--- config.mk ---
export PLATFORM = sky130hd
export DESIGN_NAME = led_pulse_blob_renderer_flat
export DESIGN_NICKNAME = d
export VERILOG_FILES = /design/src/hw/rtl/lpbr_pkg.sv /design/src/hw/rtl/lpbr_if.sv /design/src/hw/rtl/lpbr_divstep.sv /design/src/hw/rtl/led_pulse_blob_renderer.sv /design/src/flat_wrapper.sv
export SDC_FILE = /design/constraint.sdc
export NUM_CORES = 2
export LEC_CHECK = 0
export BUFFER_PORTS_ARGS = -buffer_cell sky130_fd_sc_hd__buf_2
export CORE_UTILIZATION = 60
export DETAILED_ROUTE_END_ITERATION = 8
export PLACE_DENSITY = 0.81
export SLEW_MARGIN = 5
export SYNTH_ARGS = -nofsm -noshare
export SYNTH_HDL_FRONTEND = slang
export SYNTH_SLANG_ARGS = --single-unit
--- constraint.sdc ---
create_clock -name clk -period 6.8 [get_ports clk]
set_clock_uncertainty 0.15 [all_clocks]
set_input_delay 0 -clock clk [delete_from_list [all_inputs] [get_ports clk]]
set_output_delay 0 -clock clk [all_outputs]
set_load 0.05 [all_outputs]
--- src/hw/rtl/lpbr_pkg.sv ---
package lpbr_pkg;

    localparam int TIME_W   = 14;
    localparam int POS_W    = 10;
    localparam int WIDTH_W  = 3;
    localparam int CHAN_W   = 8;
    localparam int COUNT_W  = 11;
    localparam int FRAC_W   = 16;
    localparam int ENV_W    = FRAC_W + 1;
    localparam int SCALE_W  = 2 * FRAC_W + 1;
    localparam int FACTOR_W = FRAC_W + 1;

    localparam logic [COUNT_W-1:0] PIXEL_COUNT_RESET = 11'd60;
    localparam logic [COUNT_W-1:0] PIXEL_COUNT_MAX   = 11'd1024;

    // side weights 0.9^(3^(i-1)) in q1.16, entry 0 is unity for the centre pixel
    function automatic logic [FACTOR_W-1:0] side_factor(input logic [WIDTH_W-1:0] k);
        logic [FACTOR_W-1:0] f;
        unique case (k)
            3'd0:    f = 17'd65536;
            3'd1:    f = 17'd58982;
            3'd2:    f = 17'd47775;
            3'd3:    f = 17'd25389;
            3'd4:    f = 17'd3810;
            3'd5:    f = 17'd12;
            default: f = 17'd0;
        endcase
        return f;
    endfunction

endpackage

--- src/hw/rtl/lpbr_if.sv ---
interface lpbr_blob_if;
    logic                         valid;
    logic                         ready;
    logic [lpbr_pkg::TIME_W-1:0]  elapsed_ms;
    logic [lpbr_pkg::TIME_W-1:0]  life_ms;
    logic [lpbr_pkg::POS_W-1:0]   center_pos;
    logic [lpbr_pkg::WIDTH_W-1:0] side_width;
    logic [lpbr_pkg::CHAN_W-1:0]  red_in;
    logic [lpbr_pkg::CHAN_W-1:0]  green_in;
    logic [lpbr_pkg::CHAN_W-1:0]  blue_in;

    modport source (
        output valid, elapsed_ms, life_ms, center_pos, side_width, red_in, green_in, blue_in,
        input  ready
    );
    modport sink (
        input  valid, elapsed_ms, life_ms, center_pos, side_width, red_in, green_in, blue_in,
        output ready
    );
endinterface

interface lpbr_pixel_if;
    logic                        valid;
    logic                        ready;
    logic [lpbr_pkg::POS_W-1:0]  pixel_index;
    logic [lpbr_pkg::CHAN_W-1:0] red_out;
    logic [lpbr_pkg::CHAN_W-1:0] green_out;
    logic [lpbr_pkg::CHAN_W-1:0] blue_out;
    logic                        last;

    modport source (
        output valid, pixel_index, red_out, green_out, blue_out, last,
        input  ready
    );
    modport sink (
        input  valid, pixel_index, red_out, green_out, blue_out, last,
        output ready
    );
endinterface

interface lpbr_cfg_if;
    logic                         valid;
    logic                         ready;
    logic [lpbr_pkg::COUNT_W-1:0] data;

    modport source (
        output valid, data,
        input  ready
    );
    modport sink (
        input  valid, data,
        output ready
    );
endinterface

--- src/hw/rtl/lpbr_divstep.sv ---
module lpbr_divstep (
    input  logic [lpbr_pkg::TIME_W-1:0] rem,
    input  logic                        bit_in,
    input  logic [lpbr_pkg::TIME_W-1:0] divisor,
    output logic [lpbr_pkg::TIME_W-1:0] rem_next,
    output logic                        q_bit
);

    logic [lpbr_pkg::TIME_W:0] trial;
    logic [lpbr_pkg::TIME_W:0] diff;

    // one restoring step: shift in a dividend bit, subtract when it fits
    assign trial = {rem, bit_in};
    assign diff  = trial - {1'b0, divisor};
    assign q_bit = (trial >= {1'b0, divisor});

    always_comb
    begin
        if (q_bit)
        begin
            rem_next = diff[lpbr_pkg::TIME_W-1:0];
        end
        else
        begin
            rem_next = trial[lpbr_pkg::TIME_W-1:0];
        end
    end

endmodule

--- src/hw/rtl/led_pulse_blob_renderer.sv ---
// Pulsing blob renderer for an LED strip.
// blob: one transfer describes a blob at one moment (elapsed, lifetime, centre,
//   side width, peak colour). ready is high only while the sequencer is idle.
// pixel: one transfer per pixel write, centre first, then up to seven side
//   pixels below the centre wrapping round the strip; last marks the final one.
//   A blob whose elapsed time is not below its lifetime yields no transfer.
// cfg: writes pixel_count (strip length), always ready, reset value 60.
//   Write it only while the block is idle.
// Sequence: one shared restoring subtract step does the 16-step phase divide,
//   then 10 steps to reduce the centre modulo the strip length (skipped when
//   side width is 0), then a weight multiply and a colour scale for each pixel;
//   the sequencer holds while the pixel channel stalls.
// A finished pixel waits in the output register while the next one is formed;
// when the receiver stalls the sequencer holds until that register frees up.
// Reset (rst_n low, asynchronous) empties the output and returns to idle.
module led_pulse_blob_renderer (
    input  logic            clk,
    input  logic            rst_n,
    lpbr_blob_if.sink       blob,
    lpbr_pixel_if.source    pixel,
    lpbr_cfg_if.sink        cfg
);

    localparam logic [2:0] ST_IDLE  = 3'd0;
    localparam logic [2:0] ST_DIV   = 3'd1;
    localparam logic [2:0] ST_MOD   = 3'd2;
    localparam logic [2:0] ST_SCALE = 3'd3;
    localparam logic [2:0] ST_PIX   = 3'd4;

    localparam int TW = lpbr_pkg::TIME_W;
    localparam int PW = lpbr_pkg::POS_W;
    localparam int WW = lpbr_pkg::WIDTH_W;
    localparam int CW = lpbr_pkg::CHAN_W;
    localparam int NW = lpbr_pkg::COUNT_W;
    localparam int FW = lpbr_pkg::FRAC_W;
    localparam int EW = lpbr_pkg::ENV_W;
    localparam int SW = lpbr_pkg::SCALE_W;
    localparam int XW = lpbr_pkg::FACTOR_W;
    localparam int PRW = SW + CW;

    logic [2:0]    state_reg, state_next;
    logic [3:0]    step_reg, step_next;
    logic [TW-1:0] rem_reg, rem_next;
    logic [FW-1:0] quot_reg, quot_next;
    logic [TW-1:0] life_reg, life_next;
    logic [PW-1:0] center_reg, center_next;
    logic [WW-1:0] width_reg, width_next;
    logic [CW-1:0] red_reg, red_next;
    logic [CW-1:0] green_reg, green_next;
    logic [CW-1:0] blue_reg, blue_next;
    logic [WW-1:0] k_reg, k_next;
    logic [PW-1:0] idx_reg, idx_next;
    logic [SW-1:0] scale_reg, scale_next;
    logic [NW-1:0] pcount_reg, pcount_next;

    logic          out_valid_reg, out_valid_next;
    logic [PW-1:0] out_index_reg, out_index_next;
    logic [CW-1:0] out_red_reg, out_red_next;
    logic [CW-1:0] out_green_reg, out_green_next;
    logic [CW-1:0] out_blue_reg, out_blue_next;
    logic          out_last_reg, out_last_next;

    logic [NW-1:0]   strip_len;
    logic [TW-1:0]   unit_rem;
    logic            unit_bit;
    logic [TW-1:0]   unit_div;
    logic [TW-1:0]   unit_rem_next;
    logic            unit_q;
    logic [EW-1:0]   env;
    logic [EW+XW-1:0] scale_prod;
    logic [PRW-1:0]  prod_red;
    logic [PRW-1:0]  prod_green;
    logic [PRW-1:0]  prod_blue;
    logic [PW-1:0]   idx_dec;
    logic [NW-1:0]   strip_len_m1;
    logic            out_free;

    always_comb
    begin
        priority if (pcount_reg == '0)
        begin
            strip_len = NW'(1);
        end
        else if (pcount_reg > lpbr_pkg::PIXEL_COUNT_MAX)
        begin
            strip_len = lpbr_pkg::PIXEL_COUNT_MAX;
        end
        else
        begin
            strip_len = pcount_reg;
        end
    end

    assign strip_len_m1 = strip_len - NW'(1);

    // shared subtract step: phase divide, then centre modulo strip length
    always_comb
    begin
        unit_rem = rem_reg;
        if (state_reg == ST_MOD)
        begin
            unit_bit = center_reg[step_reg];
            unit_div = TW'(strip_len);
        end
        else
        begin
            unit_bit = 1'b0;
            unit_div = life_reg;
        end
    end

    lpbr_divstep u_divstep (
        .rem      (unit_rem),
        .bit_in   (unit_bit),
        .divisor  (unit_div),
        .rem_next (unit_rem_next),
        .q_bit    (unit_q)
    );

    // triangle envelope from the phase
    always_comb
    begin
        if (quot_reg[FW-1] == 1'b0)
        begin
            env = {quot_reg, 1'b0};
        end
        else
        begin
            env = EW'((EW+1)'(1) << (FW + 1)) - {quot_reg, 1'b0};
        end
    end

    assign scale_prod = (EW+XW)'(env) * (EW+XW)'(lpbr_pkg::side_factor(k_reg));
    assign prod_red   = PRW'(red_reg) * PRW'(scale_reg);
    assign prod_green = PRW'(green_reg) * PRW'(scale_reg);
    assign prod_blue  = PRW'(blue_reg) * PRW'(scale_reg);

    assign idx_dec  = (idx_reg == '0) ? strip_len_m1[PW-1:0] : idx_reg - PW'(1);
    assign out_free = !out_valid_reg || pixel.ready;

    assign blob.ready        = (state_reg == ST_IDLE);
    assign cfg.ready         = 1'b1;
    assign pixel.valid       = out_valid_reg;
    assign pixel.pixel_index = out_index_reg;
    assign pixel.red_out     = out_red_reg;
    assign pixel.green_out   = out_green_reg;
    assign pixel.blue_out    = out_blue_reg;
    assign pixel.last        = out_last_reg;

    always_comb
    begin
        state_next     = state_reg;
        step_next      = step_reg;
        rem_next       = rem_reg;
        quot_next      = quot_reg;
        life_next      = life_reg;
        center_next    = center_reg;
        width_next     = width_reg;
        red_next       = red_reg;
        green_next     = green_reg;
        blue_next      = blue_reg;
        k_next         = k_reg;
        idx_next       = idx_reg;
        scale_next     = scale_reg;
        pcount_next    = pcount_reg;
        out_valid_next = out_valid_reg;
        out_index_next = out_index_reg;
        out_red_next   = out_red_reg;
        out_green_next = out_green_reg;
        out_blue_next  = out_blue_reg;
        out_last_next  = out_last_reg;

        if (cfg.valid)
        begin
            pcount_next = cfg.data;
        end

        if (out_valid_reg && pixel.ready)
        begin
            out_valid_next = 1'b0;
        end

        unique case (state_reg)
            ST_IDLE:
            begin
                // a dead blob is taken and dropped
                if (blob.valid && (blob.elapsed_ms < blob.life_ms))
                begin
                    rem_next    = blob.elapsed_ms;
                    life_next   = blob.life_ms;
                    center_next = blob.center_pos;
                    width_next  = blob.side_width;
                    red_next    = blob.red_in;
                    green_next  = blob.green_in;
                    blue_next   = blob.blue_in;
                    step_next   = 4'(FW - 1);
                    k_next      = '0;
                    state_next  = ST_DIV;
                end
            end
            ST_DIV:
            begin
                rem_next  = unit_rem_next;
                quot_next = {quot_reg[FW-2:0], unit_q};
                step_next = step_reg - 4'd1;
                if (step_reg == '0)
                begin
                    if (width_reg == '0)
                    begin
                        state_next = ST_SCALE;
                    end
                    else
                    begin
                        rem_next   = '0;
                        step_next  = 4'(PW - 1);
                        state_next = ST_MOD;
                    end
                end
            end
            ST_MOD:
            begin
                rem_next  = unit_rem_next;
                step_next = step_reg - 4'd1;
                if (step_reg == '0)
                begin
                    idx_next   = unit_rem_next[PW-1:0];
                    state_next = ST_SCALE;
                end
            end
            ST_SCALE:
            begin
                scale_next = scale_prod[SW-1:0];
                state_next = ST_PIX;
            end
            ST_PIX:
            begin
                if (out_free)
                begin
                    out_valid_next = 1'b1;
                    out_red_next   = prod_red[2*FW+CW-1:2*FW];
                    out_green_next = prod_green[2*FW+CW-1:2*FW];
                    out_blue_next  = prod_blue[2*FW+CW-1:2*FW];
                    out_last_next  = (k_reg == width_reg);
                    if (k_reg == '0)
                    begin
                        out_index_next = center_reg;
                    end
                    else
                    begin
                        out_index_next = idx_dec;
                        idx_next       = idx_dec;
                    end
                    if (k_reg == width_reg)
                    begin
                        state_next = ST_IDLE;
                    end
                    else
                    begin
                        k_next     = k_reg + WW'(1);
                        state_next = ST_SCALE;
                    end
                end
            end
            default:
            begin
                state_next = ST_IDLE;
            end
        endcase
    end

    always_ff @(posedge clk or negedge rst_n)
    begin
        if (!rst_n)
        begin
            state_reg     <= ST_IDLE;
            step_reg      <= '0;
            k_reg         <= '0;
            pcount_reg    <= lpbr_pkg::PIXEL_COUNT_RESET;
            out_valid_reg <= 1'b0;
        end
        else
        begin
            state_reg     <= state_next;
            step_reg      <= step_next;
            k_reg         <= k_next;
            pcount_reg    <= pcount_next;
            out_valid_reg <= out_valid_next;
        end
    end

    always_ff @(posedge clk)
    begin
        rem_reg       <= rem_next;
        quot_reg      <= quot_next;
        life_reg      <= life_next;
        center_reg    <= center_next;
        width_reg     <= width_next;
        red_reg       <= red_next;
        green_reg     <= green_next;
        blue_reg      <= blue_next;
        idx_reg       <= idx_next;
        scale_reg     <= scale_next;
        out_index_reg <= out_index_next;
        out_red_reg   <= out_red_next;
        out_green_reg <= out_green_next;
        out_blue_reg  <= out_blue_next;
        out_last_reg  <= out_last_next;
    end

endmodule

--- src/flat_wrapper.sv ---
// flat-port wrapper written by rule: the top's interface ports become plain ports
module led_pulse_blob_renderer_flat 
  (clk, rst_n, blob_valid, blob_elapsed_ms, blob_life_ms, blob_center_pos, blob_side_width, blob_red_in, blob_green_in, blob_blue_in, blob_ready, pixel_valid, pixel_pixel_index, pixel_red_out, pixel_green_out, pixel_blue_out, pixel_last, pixel_ready, cfg_valid, cfg_data, cfg_ready);
  lpbr_blob_if blob_i ();
  lpbr_pixel_if pixel_i ();
  lpbr_cfg_if cfg_i ();
  input  logic clk;
  input  logic rst_n;
  input wire logic [$bits(blob_i.valid)-1:0] blob_valid;
  input wire logic [$bits(blob_i.elapsed_ms)-1:0] blob_elapsed_ms;
  input wire logic [$bits(blob_i.life_ms)-1:0] blob_life_ms;
  input wire logic [$bits(blob_i.center_pos)-1:0] blob_center_pos;
  input wire logic [$bits(blob_i.side_width)-1:0] blob_side_width;
  input wire logic [$bits(blob_i.red_in)-1:0] blob_red_in;
  input wire logic [$bits(blob_i.green_in)-1:0] blob_green_in;
  input wire logic [$bits(blob_i.blue_in)-1:0] blob_blue_in;
  output wire logic [$bits(blob_i.ready)-1:0] blob_ready;
  output wire logic [$bits(pixel_i.valid)-1:0] pixel_valid;
  output wire logic [$bits(pixel_i.pixel_index)-1:0] pixel_pixel_index;
  output wire logic [$bits(pixel_i.red_out)-1:0] pixel_red_out;
  output wire logic [$bits(pixel_i.green_out)-1:0] pixel_green_out;
  output wire logic [$bits(pixel_i.blue_out)-1:0] pixel_blue_out;
  output wire logic [$bits(pixel_i.last)-1:0] pixel_last;
  input wire logic [$bits(pixel_i.ready)-1:0] pixel_ready;
  input wire logic [$bits(cfg_i.valid)-1:0] cfg_valid;
  input wire logic [$bits(cfg_i.data)-1:0] cfg_data;
  output wire logic [$bits(cfg_i.ready)-1:0] cfg_ready;
  assign blob_i.valid = blob_valid;
  assign blob_i.elapsed_ms = blob_elapsed_ms;
  assign blob_i.life_ms = blob_life_ms;
  assign blob_i.center_pos = blob_center_pos;
  assign blob_i.side_width = blob_side_width;
  assign blob_i.red_in = blob_red_in;
  assign blob_i.green_in = blob_green_in;
  assign blob_i.blue_in = blob_blue_in;
  assign blob_ready = blob_i.ready;
  assign pixel_valid = pixel_i.valid;
  assign pixel_pixel_index = pixel_i.pixel_index;
  assign pixel_red_out = pixel_i.red_out;
  assign pixel_green_out = pixel_i.green_out;
  assign pixel_blue_out = pixel_i.blue_out;
  assign pixel_last = pixel_i.last;
  assign pixel_i.ready = pixel_ready;
  assign cfg_i.valid = cfg_valid;
  assign cfg_i.data = cfg_data;
  assign cfg_ready = cfg_i.ready;
  led_pulse_blob_renderer u_core (.clk(clk), .rst_n(rst_n), .blob(blob_i), .pixel(pixel_i), .cfg(cfg_i));
endmodule
Yosys cells after proc, flatten, opt, wreduce, memory -nomap -nowiden
Index checks and enable logic that the tools add are counted.
Word-level totals
  output and inout bits: 38
  logic and storage cells: 106
  bits in registers: 181
  input port bits: 81
Operators by class
  $lt $le $gt $ge: 4
  reduce and logical (&&, ||, !) cells: 19
  equal/unequal tests: 16
  $add $sub $neg: 6
  multiply operators: 4
  mux-type cells: 37
Operators by type and width (number)
  $mul A8 B33 Y40: 3
  $pmux W17 S6: 1
  $mux W14: 5
  $mux W10: 5
  $pmux W14 S3: 1
  $mul A17 B17 Y33: 1
  $mux W11: 2
  $mux W3: 7
  $pmux W10 S2: 1
  $sub A10 B1 Y10 const B: 2
  $mux W17: 1
  $sub A1 B17 Y17 const A: 1
  $ge A15 B14 Y1: 1
  $pmux W3 S5: 1
  $lt A14 B14 Y1: 1
  $sub A14 B14 Y14: 1
  $eq A3 B2 Y1 const B: 4
  $mux W4: 3
  $pmux W4 S3: 1
  $reduce_and A4 Y1: 3
  $gt A11 B11 Y1 const B: 1
  $logic_not A11 Y1: 1
  $logic_not A10 Y1: 1
  $eq A3 B3 Y1 const B: 3
  19 further kinds: 35

Longest topological paths before layout
  depth in word-level cells: 9
  gate-level depth with buffers: 31
  gate-level depth less buffers: 28

By module
A second synthesis with hierarchy kept.
Second synthesis, totals
  cells, all modules: 4063
  area total of the unflattened synthesis: 37855.1 µm²
Modules (own cells, without submodules)
  led_pulse_blob_renderer: seq. area each 5300.1 µm², instances 1, cells an instance 3951, area each 36939.2 µm²
  lpbr_divstep: seq. area each 0.0 µm², instances 1, cells an instance 112, area each 915.9 µm²

Worst setup path before layout
OpenSTA, ideal clock, no wires.
  path type: reg-to-reg
  start point: register u_core.quot_reg[0]
  end point: register u_core.scale_reg[29] (data pin)
  data arrival time: 7.091 ns
  cell stages (with the launch flop): 29
  path slack: -0.699 ns
  period minus slack after synthesis: 7.499 ns
  library setup time: 0.258 ns
  data required time: 6.392 ns
  buffers on the path: 1
  cells stage by stage: edfxtp_1 inv_1 clkbuf_1 ha_1 nand2b_1 nand2b_1 o41ai_2 and2_1 xnor2_1 nand2_1 fa_1 fa_1 fa_1 inv_1 fa_1 fa_1 inv_1 fa_1 inv_1 ha_1 and3_1 and4_1 o2111ai_1 a21oi_1 o41a_1 o211ai_1 nand2_1 a21oi_1 xnor2_1
Between the ends
  cells in the longest elaborated chain, start to end: 3
Ends and longest elaborated chain
  start, declared: RTL line led_pulse_blob_renderer.sv:44  | logic [FW-1:0] quot_reg, quot_next;
  start signal, assigned: RTL line led_pulse_blob_renderer.sv:294  | quot_reg <= quot_next;
  $sub A1 B17 Y17: RTL line led_pulse_blob_renderer.sv:129  | env = EW'((EW+1)'(1) << (FW + 1)) - {quot_reg, 1'b0};
  $mux W17 (*): RTL line led_pulse_blob_renderer.sv:123  | if (quot_reg[FW-1] == 1'b0)
  $mul A17 B17 Y33 (*): RTL line led_pulse_blob_renderer.sv:133  | assign scale_prod = (EW+XW)'(env) * (EW+XW)'(lpbr_pkg::side_factor(k_reg));
  named net u_core.scale_prod[29]: RTL line led_pulse_blob_renderer.sv:70  | logic [EW+XW-1:0] scale_prod;
  end signal, assigned: RTL line led_pulse_blob_renderer.sv:302  | scale_reg <= scale_next;
  end, declared: RTL line led_pulse_blob_renderer.sv:53  | logic [SW-1:0] scale_reg, scale_next;
Mark *: on every way through the listed nets, which the timed path passes. The rest lies on a longest branch.
A chain may end at the register's enable or synchronous reset.

Final worst setup path
  start point: register u_core.quot_reg[5]
  end point: register u_core.scale_reg[31] (data pin)
The elaborated chain is that of the path after synthesis.

==> metrics.cfg <==
[outcome]
status=finished with violations
violations=negative setup slack

[global_route]
grt_pass1_vias=31200
antenna_found_initial=0
top_usage_layer=met2
use_met1_pct=40.9
grt_pass1_wl_mm=159
grt_overflow=0
groute.usage.overall_pct=32.4
grt_util_met2_pct=54.9
grt_util_met3_pct=6.22
grt_max_degree=57

[finish]
n_antenna_cell=0
most-common-layout-cells=721 x fa_1, 698 x inv_1, 638 x nand2_1
drive_above_1_share_pct=12.6
area_delta_synth_final_pct=13.8
largest_register_ff_count=32
multi_input_area_sq_um=28600
fin_nets=5341
final-seq-area_sq_um=5300
layout_commonest_cell=fa_1
fillers=4288

[worst_setup_path]
arrival_ns=7.52
reg2regPathDepth=26
start_kind=flip-flop
reg2reg_slack_ns=-0.61
cp_max_fo=5
endpoint_kind=flip-flop
reg2reg_from=u_core.quot_reg[5]
crit_type=flip-flop to flip-flop
cp_data_required_time_ns=6.91
r2r-end=u_core.scale_reg[31]

[timing]
fmaxAchievable_ghz=0.135
fin_crit_sh_pct=109
slew-limit-headroom_pct=8.05
rsz0062_at_grt=yes
finalWorstSetupSlack_ns=-0.607
tightest_slew_ns=1.37
fin_crit_ns=7.41
setup_viol=16
drv_slew=0
hold_violations=0

[floorplan]
die_area_sq_um=62300
rows=90
die_x_um=250
ios=119
core_region_area_sq_um=60500
die_h_um=250
initial_core_util_pct=60.8

[route]
dr.pass1.iters=5
via_count=28700
drtAntennaViolNets=0
drc=0
routedWlPerCell_um=19.2
drt_iter0_markers=2084
wl_mm=96.2
vias_per_cell=5.74

[synth]
async_reset_ff_share_pct=12.2
syn_area_sq_um=36800
yosys_warnings=0
ys_seq_elements=180
ys_types=74
syn_area_per_cell_sq_um=9.43
synth_cells=3897
synth_edf_count=158
synthFlopType=edfxtp_1
syn_nets=5024
ys_seq_area_share_pct=14.4

[cts]
cts_tree=done
clkTransAtPathRegs_ns=0.10
clk_latency_ns=0.53
clockBufferDepth=2
cts_root_buf=clkbuf_16
clock_sinks=180
cts_buffers=17
htreeDepth=4

[place]
portBuffers=117
pre_cts_ws_ns=-0.714
gp_congestion=0.949
dp.final_hpwl_mm=73.3

[run]
cap_violations=0

[min_path]
holdPathEnd=u_core.blue_reg[1]
hp-class=primary input to flip-flop
min_from=blob_blue_in[1]
hold_depth=2

==> layout make-up <==
type	instances	share of cell area (%)
Timing Repair Buffer	476	8.64
Tap cell	782	2.34
Clock buffer	17	1.02
Sequential cell	180	12.7
Multi-Input combinational cell	2827	68.5
Clock inverter	15	0.481
Inverter	712	6.39
==> cells by family (layout without fill, tap and decap cells) <==
family | after synthesis | in the layout | share of synthesized area (%)
compound gates | 318 | 318 | 5.53
xor+xnor | 122 | 122 | 2.91
fa+ha+maj | 1046 | 1046 | 50.5
buf+inv | 890 | 1220 | 9.12
flops | 180 | 180 | 14.4
mux | 34 | 34 | 1.03
other cells | 1 | 1 | 0.0102
simple gates | 1306 | 1306 | 16.5
==> worst max-delay path by stage <==
stage / from / endpoint / slack, ns / cells past startpoint
final: u_core.quot_reg[5] / u_core.scale_reg[31] / -0.61 / 26
after floorplan: u_core.quot_reg[0] / u_core.scale_reg[29] / -0.39 / 28
after detailed placement: u_core.quot_reg[0] / u_core.scale_reg[26] / -0.71 / 27
after global routing: u_core.quot_reg[5] / u_core.scale_reg[31] / -0.78 / 26
after global placement: u_core.quot_reg[0] / u_core.scale_reg[31] / -0.56 / 26
after CTS: u_core.quot_reg[5] / u_core.scale_reg[31] / -0.54 / 25
==> stage by stage <==
stage	hold slack, ns	TNS [ns]	instance area (sq um)	util [%]	cells
2_1_floorplan	-0.446	-2.71	36900	-	3897
3_3_place_gp	-0.138	-6.12	39700	65.7	4864
3_5_place_dp	-0.135	-8.25	39700	65.7	4864
4_1_cts	0.0231	-5.45	41500	68.7	5001
5_1_grt	0.0468	-9.63	41800	69.2	5009
6_report	0.0473	-5.81	41800	69.2	5009
==> cells in the mapped netlist (12+ instances only) <==
cell type | n | area [sq um]
fa_1 | 731 | 14600
edfxtp_1 | 158 | 4740
xnor2_1 | 79 | 692
mux2i_1 | 21 | 210
dfrtp_1 | 18 | 450
clkbuf_1 | 173 | 649
nand2_1 | 642 | 2410
nor2b_1 | 20 | 125
a21oi_1 | 91 | 455
xor2_1 | 43 | 377
nand2b_1 | 20 | 125
a31oi_1 | 14 | 87.6
o21a_1 | 15 | 113
a21o_1 | 42 | 315
o21bai_1 | 12 | 90.1
inv_1 | 711 | 2670
o21ai_0 | 68 | 340
nor2_1 | 207 | 777
and2_1 | 308 | 1930
nor3_1 | 31 | 155
ha_1 | 315 | 3940
nand3_1 | 17 | 85.1
nand4_1 | 14 | 87.6
==> routing by layer <==
| layer | wire length, um | vias up |
|---|---|---|
| met5 | 0 | - |
| met4 | 4160 | 0 |
| met3 | 8620 | 349 |
| li1 | - | 12600 |
| met2 | 47000 | 1451 |
| met1 | 36400 | 14400 |
==> worst max-delay path, stage by stage, from the launching register on <==
cell	delay (ns)
edfxtp_1	0.41
nor4_2	0.31
nand2_1	0.11
or4_4	0.48
o41ai_4	0.30
xnor2_2	0.21
buf_4	0.19
nand2_4	0.05
fa_2	0.62
fa_1	0.45
fa_1	0.52
inv_2	0.05
fa_1	0.48
fa_2	0.56
inv_2	0.04
fa_2	0.53
inv_2	0.04
ha_4	0.23
a21oi_2	0.15
o21ai_2	0.10
a21oi_4	0.16
nor2_2	0.06
o41a_1	0.35
o211ai_1	0.24
a21oi_1	0.11
o22ai_1	0.16
xnor2_1	0.09
==> repair_timing <==
action / CTS / global route
gates resized for setup: 43 / 54
hold buffers: 94 / 0
endpoints found under the hold margin: 101 / 0
buffers inserted: 13 / 10
pin swaps: 20 / 48
endpoints found under the setup margin: 18 / 19
Power is left out: the tool's default activity adds up to more than one toggle a clock period on the data nets, which glitch-free logic cannot reach.
